===== config.mk =====
export PLATFORM = sky130hd
export DESIGN_NAME = keyboard_scan_code_decoder_fifo
export DESIGN_NICKNAME = d
export VERILOG_FILES = /design/src/kscd_pkg.sv /design/src/keyboard_scan_code_decoder_fifo.sv /design/src/kscd_front.sv /design/src/kscd_queue.sv /design/src/kscd_back.sv
export VERILOG_INCLUDE_DIRS = /design/src /design/src/src
export SDC_FILE = /design/constraint.sdc
export NUM_CORES = 2
export LEC_CHECK = 0
export ABC_AREA = 0
export ABC_CLOCK_PERIOD_IN_PS = 15400
export BUFFER_PORTS_ARGS = -buffer_cell sky130_fd_sc_hd__clkbuf_2
export CORE_MARGIN = 2
export CORE_UTILIZATION = 50
export DETAILED_ROUTE_END_ITERATION = 6
export HOLD_SLACK_MARGIN = 0.06
export PLACE_DENSITY = 0.74
export REMOVE_ABC_BUFFERS = 1
export SETUP_SLACK_MARGIN = 0.4
export SLEW_MARGIN = 20
export SYNTH_ARGS = -nofsm -noshare
export SYNTH_HDL_FRONTEND = slang
export SYNTH_MEMORY_MAX_BITS = 65536
export SYNTH_SLANG_ARGS = --single-unit
export TNS_END_PERCENT = 30

===== constraint.sdc =====
create_clock -name clk -period 15.4 [get_ports clk]
set_input_delay 2.31 -clock clk [delete_from_list [all_inputs] [get_ports clk]]
set_output_delay 2.31 -clock clk [all_outputs]
set_load 0.05 [all_outputs]

===== src/keyboard_scan_code_decoder_fifo_defines.svh =====
// assertion macros shared by the keyboard decoder rtl
`ifndef KEYBOARD_SCAN_CODE_DECODER_FIFO_DEFINES_SVH
`define KEYBOARD_SCAN_CODE_DECODER_FIFO_DEFINES_SVH

// same-cycle implication, disabled while in reset
`define KSCD_ASSERT_NOW(label, ck, rn, ante, cons, msg) \
    label: assert property (@(posedge ck) disable iff (!rn) (ante) |-> (cons)) \
        else $error(msg);

// next-cycle implication, disabled while in reset
`define KSCD_ASSERT_NEXT(label, ck, rn, ante, cons, msg) \
    label: assert property (@(posedge ck) disable iff (!rn) (ante) |=> (cons)) \
        else $error(msg);

`endif


===== src/kscd_pkg.sv =====
// package: command types, scan code constants and ascii lookup tables
`default_nettype none

package kscd_pkg;

    // scan codes with a fixed meaning
    localparam logic [7:0] SC_LSHIFT_MAKE  = 8'h2a;
    localparam logic [7:0] SC_RSHIFT_MAKE  = 8'h36;
    localparam logic [7:0] SC_LSHIFT_BREAK = 8'haa;
    localparam logic [7:0] SC_RSHIFT_BREAK = 8'hb6;
    localparam logic [7:0] SC_CTRL_MAKE    = 8'h1d;
    localparam logic [7:0] SC_CTRL_BREAK   = 8'h9d;
    localparam int         SC_BREAK_BIT    = 7;

    // character masks
    localparam logic [7:0] CTRL_CHAR_BITS = 8'h1f;
    localparam logic [7:0] FULL_MASK      = 8'hff;

    // command classes handed from front to back
    typedef enum logic [2:0] {
        OP_READ,
        OP_SHIFT_SET,
        OP_SHIFT_CLR,
        OP_CTRL_SET,
        OP_CTRL_CLR,
        OP_MAKE,
        OP_IGNORE
    } kscd_op_t;

    typedef struct packed {
        kscd_op_t   op;
        logic [6:0] code;
    } kscd_cmd_t;

    // queue status seen by front and back
    typedef struct packed {
        logic empty;
        logic full;
    } kscd_q_stat_t;

    // back end sequencer
    typedef enum logic {
        BK_RUN,
        BK_READ_DATA
    } kscd_back_state_t;

    // unshifted table, zero means no character
    function automatic logic [7:0] kscd_plain_char(input logic [6:0] code);
        logic [7:0] c;
        unique case (code)
            7'h01: c = 8'h1b;
            7'h02: c = 8'h31;
            7'h03: c = 8'h32;
            7'h04: c = 8'h33;
            7'h05: c = 8'h34;
            7'h06: c = 8'h35;
            7'h07: c = 8'h36;
            7'h08: c = 8'h37;
            7'h09: c = 8'h38;
            7'h0a: c = 8'h39;
            7'h0b: c = 8'h30;
            7'h0c: c = 8'h2d;
            7'h0d: c = 8'h3d;
            7'h0e: c = 8'h08;
            7'h0f: c = 8'h09;
            7'h10: c = 8'h71;
            7'h11: c = 8'h77;
            7'h12: c = 8'h65;
            7'h13: c = 8'h72;
            7'h14: c = 8'h74;
            7'h15: c = 8'h79;
            7'h16: c = 8'h75;
            7'h17: c = 8'h69;
            7'h18: c = 8'h6f;
            7'h19: c = 8'h70;
            7'h1a: c = 8'h5b;
            7'h1b: c = 8'h5d;
            7'h1c: c = 8'h0a;
            7'h1e: c = 8'h61;
            7'h1f: c = 8'h73;
            7'h20: c = 8'h64;
            7'h21: c = 8'h66;
            7'h22: c = 8'h67;
            7'h23: c = 8'h68;
            7'h24: c = 8'h6a;
            7'h25: c = 8'h6b;
            7'h26: c = 8'h6c;
            7'h27: c = 8'h3b;
            7'h28: c = 8'h27;
            7'h29: c = 8'h60;
            7'h2b: c = 8'h5c;
            7'h2c: c = 8'h7a;
            7'h2d: c = 8'h78;
            7'h2e: c = 8'h63;
            7'h2f: c = 8'h76;
            7'h30: c = 8'h62;
            7'h31: c = 8'h6e;
            7'h32: c = 8'h6d;
            7'h33: c = 8'h2c;
            7'h34: c = 8'h2e;
            7'h35: c = 8'h2f;
            7'h37: c = 8'h2a;
            7'h39: c = 8'h20;
            7'h47: c = 8'h37;
            7'h48: c = 8'h38;
            7'h49: c = 8'h39;
            7'h4a: c = 8'h2d;
            7'h4b: c = 8'h34;
            7'h4c: c = 8'h35;
            7'h4d: c = 8'h36;
            7'h4e: c = 8'h2b;
            7'h4f: c = 8'h31;
            7'h50: c = 8'h32;
            7'h51: c = 8'h33;
            7'h52: c = 8'h30;
            7'h53: c = 8'h2e;
            default: c = 8'h00;
        endcase
        return c;
    endfunction

    // shifted table, zero means no character
    function automatic logic [7:0] kscd_upper_char(input logic [6:0] code);
        logic [7:0] c;
        unique case (code)
            7'h01: c = 8'h1b;
            7'h02: c = 8'h21;
            7'h03: c = 8'h40;
            7'h04: c = 8'h23;
            7'h05: c = 8'h24;
            7'h06: c = 8'h25;
            7'h07: c = 8'h5e;
            7'h08: c = 8'h26;
            7'h09: c = 8'h2a;
            7'h0a: c = 8'h28;
            7'h0b: c = 8'h29;
            7'h0c: c = 8'h5f;
            7'h0d: c = 8'h2b;
            7'h0e: c = 8'h08;
            7'h0f: c = 8'h09;
            7'h10: c = 8'h51;
            7'h11: c = 8'h57;
            7'h12: c = 8'h45;
            7'h13: c = 8'h52;
            7'h14: c = 8'h54;
            7'h15: c = 8'h59;
            7'h16: c = 8'h55;
            7'h17: c = 8'h49;
            7'h18: c = 8'h4f;
            7'h19: c = 8'h50;
            7'h1a: c = 8'h7b;
            7'h1b: c = 8'h7d;
            7'h1c: c = 8'h0a;
            7'h1e: c = 8'h41;
            7'h1f: c = 8'h53;
            7'h20: c = 8'h44;
            7'h21: c = 8'h46;
            7'h22: c = 8'h47;
            7'h23: c = 8'h48;
            7'h24: c = 8'h4a;
            7'h25: c = 8'h4b;
            7'h26: c = 8'h4c;
            7'h27: c = 8'h3a;
            7'h28: c = 8'h22;
            7'h29: c = 8'h7e;
            7'h2b: c = 8'h7c;
            7'h2c: c = 8'h5a;
            7'h2d: c = 8'h58;
            7'h2e: c = 8'h43;
            7'h2f: c = 8'h56;
            7'h30: c = 8'h42;
            7'h31: c = 8'h4e;
            7'h32: c = 8'h4d;
            7'h33: c = 8'h3c;
            7'h34: c = 8'h3e;
            7'h35: c = 8'h3f;
            7'h37: c = 8'h2a;
            7'h39: c = 8'h20;
            7'h47: c = 8'h37;
            7'h48: c = 8'h38;
            7'h49: c = 8'h39;
            7'h4a: c = 8'h2d;
            7'h4b: c = 8'h34;
            7'h4c: c = 8'h35;
            7'h4d: c = 8'h36;
            7'h4e: c = 8'h2b;
            7'h4f: c = 8'h31;
            7'h50: c = 8'h32;
            7'h51: c = 8'h33;
            7'h52: c = 8'h30;
            7'h53: c = 8'h2e;
            default: c = 8'h00;
        endcase
        return c;
    endfunction

endpackage

`default_nettype wire


===== src/keyboard_scan_code_decoder_fifo.sv =====
// top level: keyboard scan code decoder with character ring buffer
//
//   channel  direction  handshake            payload
//   in       to block   in_valid / in_stall  mode, scan_byte
//   out      from block out_valid / out_stall char_valid, char_out, dropped, stored_count
//
// the back end retires one request per cycle while the queue is not empty and the result
// register is free; a read that finds characters also passes the BK_READ_DATA state,
// because the ring memory has a registered read port, and takes no new request meanwhile.
// in_stall rises only when the two-entry command queue is full.
// the result register holds while out_stall is high; the ring needs no clear after reset.
`default_nettype none

module keyboard_scan_code_decoder_fifo #(
    parameter int RING_DEPTH = 256
) (
    input  wire logic       clk,
    input  wire logic       rst_n,
    input  wire logic       in_valid,
    output logic            in_stall,
    input  wire logic       mode,
    input  wire logic [7:0] scan_byte,
    output logic            out_valid,
    input  wire logic       out_stall,
    output logic            char_valid,
    output logic [7:0]      char_out,
    output logic            dropped,
    output logic [7:0]      stored_count
);
    import kscd_pkg::*;

    kscd_q_stat_t q_stat;
    kscd_cmd_t    push_cmd;
    kscd_cmd_t    pop_cmd;
    logic         push;
    logic         pop;

    // request classification
    kscd_front u_front (
        .in_valid (in_valid),
        .in_stall (in_stall),
        .mode     (mode),
        .scan_byte(scan_byte),
        .q_stat   (q_stat),
        .push     (push),
        .push_cmd (push_cmd)
    );

    // decoupling queue
    kscd_queue u_queue (
        .clk     (clk),
        .rst_n   (rst_n),
        .push    (push),
        .push_cmd(push_cmd),
        .pop     (pop),
        .pop_cmd (pop_cmd),
        .q_stat  (q_stat)
    );

    // execution and result
    kscd_back #(
        .RING_DEPTH(RING_DEPTH)
    ) u_back (
        .clk         (clk),
        .rst_n       (rst_n),
        .q_cmd       (pop_cmd),
        .q_stat      (q_stat),
        .pop         (pop),
        .out_valid   (out_valid),
        .out_stall   (out_stall),
        .char_valid  (char_valid),
        .char_out    (char_out),
        .dropped     (dropped),
        .stored_count(stored_count)
    );

endmodule

`default_nettype wire


===== src/kscd_front.sv =====
// front end: accepts requests and classifies them into commands
`default_nettype none

module kscd_front (
    input  wire logic                 in_valid,
    output logic                      in_stall,
    input  wire logic                 mode,
    input  wire logic [7:0]           scan_byte,
    input  wire kscd_pkg::kscd_q_stat_t q_stat,
    output logic                      push,
    output kscd_pkg::kscd_cmd_t       push_cmd
);
    import kscd_pkg::*;

    // stall only while the queue has no room
    assign in_stall = q_stat.full;
    assign push     = in_valid && !q_stat.full;

    // classify the request
    always_comb
    begin
        push_cmd.code = scan_byte[6:0];
        priority if (mode)
            push_cmd.op = OP_READ;
        else if (scan_byte == SC_LSHIFT_MAKE || scan_byte == SC_RSHIFT_MAKE)
            push_cmd.op = OP_SHIFT_SET;
        else if (scan_byte == SC_LSHIFT_BREAK || scan_byte == SC_RSHIFT_BREAK)
            push_cmd.op = OP_SHIFT_CLR;
        else if (scan_byte == SC_CTRL_MAKE)
            push_cmd.op = OP_CTRL_SET;
        else if (scan_byte == SC_CTRL_BREAK)
            push_cmd.op = OP_CTRL_CLR;
        else if (!scan_byte[SC_BREAK_BIT])
            push_cmd.op = OP_MAKE;
        else
            push_cmd.op = OP_IGNORE;
    end

endmodule

`default_nettype wire


===== src/kscd_queue.sv =====
// two-entry command queue between front and back
`default_nettype none
`include "keyboard_scan_code_decoder_fifo_defines.svh"

module kscd_queue (
    input  wire logic                clk,
    input  wire logic                rst_n,
    input  wire logic                push,
    input  wire kscd_pkg::kscd_cmd_t push_cmd,
    input  wire logic                pop,
    output kscd_pkg::kscd_cmd_t      pop_cmd,
    output kscd_pkg::kscd_q_stat_t   q_stat
);
    import kscd_pkg::*;

    kscd_cmd_t  entry_reg [2];
    logic       wr_ptr_reg, wr_ptr_next;
    logic       rd_ptr_reg, rd_ptr_next;
    logic [1:0] cnt_reg, cnt_next;

    // pointer and fill count update
    always_comb
    begin
        wr_ptr_next = push ? !wr_ptr_reg : wr_ptr_reg;
        rd_ptr_next = pop ? !rd_ptr_reg : rd_ptr_reg;
        cnt_next    = cnt_reg + 2'(push) - 2'(pop);
    end

    always_ff @(posedge clk or negedge rst_n)
    begin
        if (!rst_n)
        begin
            wr_ptr_reg <= 1'b0;
            rd_ptr_reg <= 1'b0;
            cnt_reg    <= 2'd0;
        end
        else
        begin
            wr_ptr_reg <= wr_ptr_next;
            rd_ptr_reg <= rd_ptr_next;
            cnt_reg    <= cnt_next;
        end
    end

    // entry storage
    always_ff @(posedge clk)
    begin
        if (push)
            entry_reg[wr_ptr_reg] <= push_cmd;
    end

    assign pop_cmd      = entry_reg[rd_ptr_reg];
    assign q_stat.empty = (cnt_reg == 2'd0);
    assign q_stat.full  = (cnt_reg == 2'd2);

    `KSCD_ASSERT_NOW(a_no_push_full, clk, rst_n, push, !q_stat.full, "push into full queue")
    `KSCD_ASSERT_NOW(a_no_pop_empty, clk, rst_n, pop, !q_stat.empty, "pop from empty queue")
    `KSCD_ASSERT_NOW(a_cnt_bound, clk, rst_n, 1'b1, cnt_reg <= 2'd2, "queue count overflow")

endmodule

`default_nettype wire


===== src/kscd_back.sv =====
// back end: modifier state, ascii lookup, character ring and result register
`default_nettype none
`include "keyboard_scan_code_decoder_fifo_defines.svh"

module kscd_back #(
    parameter int RING_DEPTH = 256
) (
    input  wire logic                  clk,
    input  wire logic                  rst_n,
    input  wire kscd_pkg::kscd_cmd_t   q_cmd,
    input  wire kscd_pkg::kscd_q_stat_t q_stat,
    output logic                       pop,
    output logic                       out_valid,
    input  wire logic                  out_stall,
    output logic                       char_valid,
    output logic [7:0]                 char_out,
    output logic                       dropped,
    output logic [7:0]                 stored_count
);
    import kscd_pkg::*;

    localparam int CNT_W = (RING_DEPTH > 2) ? $clog2(RING_DEPTH) : 1;
    localparam int SAT_W = (CNT_W > 8) ? CNT_W : 8;
    localparam logic [CNT_W-1:0] LAST_SLOT = CNT_W'(RING_DEPTH - 1);

    kscd_back_state_t state_reg, state_next;
    logic             shift_reg, shift_next;
    logic             ctrl_reg, ctrl_next;
    logic [CNT_W-1:0] wr_ptr_reg, wr_ptr_next;
    logic [CNT_W-1:0] rd_ptr_reg, rd_ptr_next;
    logic [CNT_W-1:0] cnt_reg, cnt_next;

    logic             out_valid_reg, out_valid_next;
    logic             char_valid_reg, char_valid_next;
    logic [7:0]       char_out_reg, char_out_next;
    logic             dropped_reg, dropped_next;
    logic [7:0]       stored_count_reg, stored_count_next;

    logic [7:0]       ring [RING_DEPTH];
    logic [7:0]       ring_q_reg;
    logic             ring_we, ring_re;
    logic [7:0]       ring_wdata;

    logic             out_free;
    logic             ring_full;
    logic [7:0]       lookup_char;

    // saturate the fill count to the 8-bit result field
    function automatic logic [7:0] sat_count(input logic [CNT_W-1:0] n);
        logic [SAT_W-1:0] n_ext;
        n_ext = SAT_W'(n);
        return (n_ext > SAT_W'(255)) ? 8'hff : n_ext[7:0];
    endfunction

    function automatic logic [CNT_W-1:0] slot_inc(input logic [CNT_W-1:0] p);
        return (p == LAST_SLOT) ? '0 : p + CNT_W'(1);
    endfunction

    assign out_free    = !out_valid_reg || !out_stall;
    assign ring_full   = (cnt_reg == LAST_SLOT);
    assign lookup_char = shift_reg ? kscd_upper_char(q_cmd.code) : kscd_plain_char(q_cmd.code);

    // sequencer and datapath next state
    always_comb
    begin
        state_next        = state_reg;
        shift_next        = shift_reg;
        ctrl_next         = ctrl_reg;
        wr_ptr_next       = wr_ptr_reg;
        rd_ptr_next       = rd_ptr_reg;
        cnt_next          = cnt_reg;
        out_valid_next    = out_valid_reg && out_stall;
        char_valid_next   = char_valid_reg;
        char_out_next     = char_out_reg;
        dropped_next      = dropped_reg;
        stored_count_next = stored_count_reg;
        pop               = 1'b0;
        ring_we           = 1'b0;
        ring_re           = 1'b0;
        ring_wdata        = lookup_char & (ctrl_reg ? CTRL_CHAR_BITS : FULL_MASK);

        unique case (state_reg)
            BK_RUN:
            begin
                if (!q_stat.empty && out_free)
                begin
                    pop             = 1'b1;
                    out_valid_next  = 1'b1;
                    char_valid_next = 1'b0;
                    char_out_next   = 8'h00;
                    dropped_next    = 1'b0;
                    unique case (q_cmd.op)
                        OP_READ:
                        begin
                            if (cnt_reg != '0)
                            begin
                                // data comes out of the ring next cycle
                                ring_re        = 1'b1;
                                rd_ptr_next    = slot_inc(rd_ptr_reg);
                                cnt_next       = cnt_reg - CNT_W'(1);
                                out_valid_next = 1'b0;
                                state_next     = BK_READ_DATA;
                            end
                        end
                        OP_SHIFT_SET: shift_next = 1'b1;
                        OP_SHIFT_CLR: shift_next = 1'b0;
                        OP_CTRL_SET:  ctrl_next  = 1'b1;
                        OP_CTRL_CLR:  ctrl_next  = 1'b0;
                        OP_MAKE:
                        begin
                            if (lookup_char != 8'h00)
                            begin
                                if (ring_full)
                                    dropped_next = 1'b1;
                                else
                                begin
                                    ring_we     = 1'b1;
                                    wr_ptr_next = slot_inc(wr_ptr_reg);
                                    cnt_next    = cnt_reg + CNT_W'(1);
                                end
                            end
                        end
                        OP_IGNORE: ;
                        default: ;
                    endcase
                    stored_count_next = sat_count(cnt_next);
                end
            end
            BK_READ_DATA:
            begin
                // wait for the result register, ring data holds meanwhile
                if (out_free)
                begin
                    out_valid_next    = 1'b1;
                    char_valid_next   = 1'b1;
                    char_out_next     = ring_q_reg;
                    dropped_next      = 1'b0;
                    stored_count_next = sat_count(cnt_reg);
                    state_next        = BK_RUN;
                end
            end
            default: state_next = BK_RUN;
        endcase
    end

    // control registers
    always_ff @(posedge clk or negedge rst_n)
    begin
        if (!rst_n)
        begin
            state_reg     <= BK_RUN;
            shift_reg     <= 1'b0;
            ctrl_reg      <= 1'b0;
            wr_ptr_reg    <= '0;
            rd_ptr_reg    <= '0;
            cnt_reg       <= '0;
            out_valid_reg <= 1'b0;
        end
        else
        begin
            state_reg     <= state_next;
            shift_reg     <= shift_next;
            ctrl_reg      <= ctrl_next;
            wr_ptr_reg    <= wr_ptr_next;
            rd_ptr_reg    <= rd_ptr_next;
            cnt_reg       <= cnt_next;
            out_valid_reg <= out_valid_next;
        end
    end

    // result payload
    always_ff @(posedge clk)
    begin
        char_valid_reg   <= char_valid_next;
        char_out_reg     <= char_out_next;
        dropped_reg      <= dropped_next;
        stored_count_reg <= stored_count_next;
    end

    // character ring, registered read port
    always_ff @(posedge clk)
    begin
        if (ring_we)
            ring[wr_ptr_reg] <= ring_wdata;
        if (ring_re)
            ring_q_reg <= ring[rd_ptr_reg];
    end

    assign out_valid    = out_valid_reg;
    assign char_valid   = char_valid_reg;
    assign char_out     = char_out_reg;
    assign dropped      = dropped_reg;
    assign stored_count = stored_count_reg;

    `KSCD_ASSERT_NOW(a_cnt_bound, clk, rst_n, 1'b1, cnt_reg <= LAST_SLOT, "ring count overflow")
    `KSCD_ASSERT_NOW(a_drop_no_char, clk, rst_n, out_valid_reg && dropped_reg, !char_valid_reg,
        "drop flagged on a read result")
    `KSCD_ASSERT_NEXT(a_read_wait, clk, rst_n, ring_re, state_reg == BK_READ_DATA && !out_valid_reg,
        "ring read not followed by data state")

endmodule

`default_nettype wire


==> results.md <==
- Status: finished, final reports clean
- Arrival @ worst endpoint: between 7 and 8 ns
- TritonCTS clock tree: done
- Final HPWL DP: between 100,000 and 150,000 µm
- Hold_sp: u_queue.wr_ptr_reg
- Hold Path Class: reg -> reg
- Antenna-violating nets left: 0
- GPL Wtd Cong: between 0.8 and 0.9
- Fillers: 10,625
- Yosys reg bits: around 1,900
- Clock Skews: slightly above 0.04 ns
- EDFF count, synth: around 1,800
- DR iter-0 viols: roughly 5,400
- Reg clk slew, reported paths: about 0.060 ns
- Crit path kind: reg -> reg
- Sequential share of the synthesized area: 74.7%
- Hold depth: 1
- Tot GR Track Use: 23.1%
- Worst hold margin: around 0.51 ns
- Most frequent cell after synthesis: edfxtp_1
- Pre-CTS setup slack: roughly 8.7 ns
- DRC viols: 0
- Maximum Capacitance Violations: 0
- Final worst-path setup slack: around 8.6 ns
- Post-synth ARST share: roughly 1.7%
- Crit Reg-Reg Endpoint: u_back.ring[224][4]
- Die height: ~390 µm
- TritonCTS Buffers: around 180
- CTS Sinks: 1,868
- Yosys warnings: 0
- Die Area: about 0.15 mm²
- Final setup vio count: 0
- Yosys top cell area share: 73.7%
- CTS resizes: 0
- Pre-antenna DRT Iters: 5
- Mapped cell area: between 0.07 and 0.08 mm²
- Distinct cells, synth: a little over 80
- Final hold vios: 0
- Worst Setup Start Kind: register
- Req. time, crit path: around 16 ns
- Fin crit share: ~44%
- Fmax: approximately 150 MHz
- CTS max path bufs: 3
- Nets: approximately 3,600
- RSZ-0062 raised after global routing: no
- Gr ovfl total: 0
- Layout area overhead: 10.6%
- Die W: slightly below 400 µm
- H-tree Lvls: 4
- Max FFs per register: ~1,800
- Final std cells w/o fill: roughly 5,600
- Largest cells by area after synthesis: edfxtp_1 (74%), mux4_2 (18%), nor2_1 (1.6%)
- Clock Latency Late Sink: between 0.8 and 0.9 ns
- Mean Syn Cell Area: roughly 21 µm²
- First-pass GRT wire length: 256,000 µm
- Initial antenna violation count: 6
- Crit Path Max Fanout: 36
- Post-Synthesis Cells: approximately 3,500
- Final wirelength: between 150,000 and 200,000 µm
- Actual slew at the worst max-slew pin: approximately 1.2 ns
- Reg2reg path depth: 15
- Hold path endpoint: u_queue.wr_ptr_reg
- Share of layout cells above drive strength 1: 26.7%
- VDD IR max: 0.256 mV
- Core region area: approximately 0.15 mm²
- Number of global-route vias before repair: about 36,000
- Placed cell count: ~5,300
- Initial Util: about 50%
- Synth area leader: edfxtp_1
- Min cycle time layout: slightly below 7 ns
- Port Buf Inserts: 31
- Dominant synthesized flop cell: edfxtp_1
- Largest net degree at the start of global routing: between 150 and 200
- Leakage: roughly 0.026 µW
- Critical R2R Launch: u_queue.rd_ptr_reg
- CP Capture Type: register
- Flop2flop setup slack: about 8.6 ns
- Root Driver: clkbuf_16
- Avg Vias per Cell: around 6.6
- Final Slew Violations: 0
- Vias: between 30,000 and 40,000
- Per-cell routed wire length: 31.2 µm
- IO Count: 33
- Worst slew margin relative to its limit: between 20% and 30%
- Top cells by count, synth: edfxtp_1 (1,836), mux4_2 (591), nor2_1 (320)
- # Post-CTS Setup Buffers: 0
- Row cnt: 141
- Pwr dens: roughly 190 mW/mm²
- Hold_buf cts: 0
-- worst max path at each step --
stage,start,to,slack (ns)
after CTS,u_queue.rd_ptr_reg,u_back.ring[224][0],8.72
after floorplan,u_back.rd_ptr_reg[0],u_back.ring_q_reg[3],-3.81
after global placement,u_queue.rd_ptr_reg,u_back.ring[224][2],8.77
final,u_queue.rd_ptr_reg,u_back.ring[224][4],8.64
after detailed placement,u_queue.rd_ptr_reg,u_back.ring[224][4],8.70
after global routing,u_queue.rd_ptr_reg,u_back.ring[224][0],8.34
-- power breakdown --
part	switching (µW)	internal, µW	leakage (µW)
registers	186	6710	0.0172
clock network	1890	2340	0.00274
logic	3070	1840	0.00555
-- per-stage QoR --
| step | utilization (%) | TNS [ns] | total power (µW) | area (µm²) |
|---|---|---|---|---|
| after CTS | 55.8 | 0 | 16100 | 82700 |
| after detailed placement | 52.0 | 0 | 11900 | 77100 |
| after floorplan | - | -48.55 | 12100 | 73900 |
| after global routing | 55.9 | 0 | 16600 | 82800 |
| after global placement | 52.0 | 0 | 11800 | 77100 |
| final | 55.9 | 0 | 16000 | 82800 |
-- metal layers --
metal	vias to the layer above	GRT usage [%]	wire length (µm)
met1	19622	32.9	66900
met4	2	7.90	5820
met5	-	0	13
met2	2239	36.3	85300
li1	14779	-	-
met3	294	4.47	18000
-- final cells by class --
class / count / area (µm²) / share of cell area (%)
Clock buffer: 225 / 4740 / 5.72
Sequential cell: 1868 / 56000 / 67.6
Inverter: 26 / 97.6 / 0.118
Antenna cell: 1 / 2.50 / 0.00302
Tap cell: 1930 / 2410 / 2.92
Clock inverter: 105 / 880 / 1.06
Multi-Input combinational cell: 1385 / 17900 / 21.7
Timing Repair Buffer: 97 / 786 / 0.949
-- cell usage in the layout, fill, tap and decap left out, types with 34 or more instances in the layout --
cell / synthesis / layout
clkinv_2: 0 / 34
clkbuf_16: 0 / 183
edfxtp_1: 1836 / 1836
nand2_1: 68 / 68
mux4_2: 591 / 591
o21ai_0: 40 / 40
a21oi_1: 44 / 44
clkinv_1: 1 / 43
clkbuf_1: 118 / 42
buf_4: 15 / 55
nor2_1: 320 / 320
-- logic make-up (layout without fill, tap and decap cells) --
kind of cell	after synthesis	count (layout)	share of synthesized area, %
xor gates and xnor gates	17	17	0.199
other	1	2	0.00501
buffers and inverters	245	453	1.40
adders and majority gates	22	22	0.368
and+or+nand+nor	521	521	3.12
AOI/OAI and AO/OA	199	199	1.84
DFF	1868	1868	74.7
muxes	625	625	18.3
-- critical path, stage by stage (launching register included) --
cell,delay (ns)
dfrtp_2,0.69
buf_4,0.47
mux2i_4,0.17
inv_2,0.21
ha_1,0.44
nor4bb_1,0.46
o31ai_1,0.15
a31oi_1,0.20
a311oi_1,0.10
o22ai_4,0.63
or2_2,0.26
or3_1,0.12
buf_4,0.41
nand4_2,0.87
buf_4,0.52
nor2_1,0.61
(Power assumes the default switching activity.)
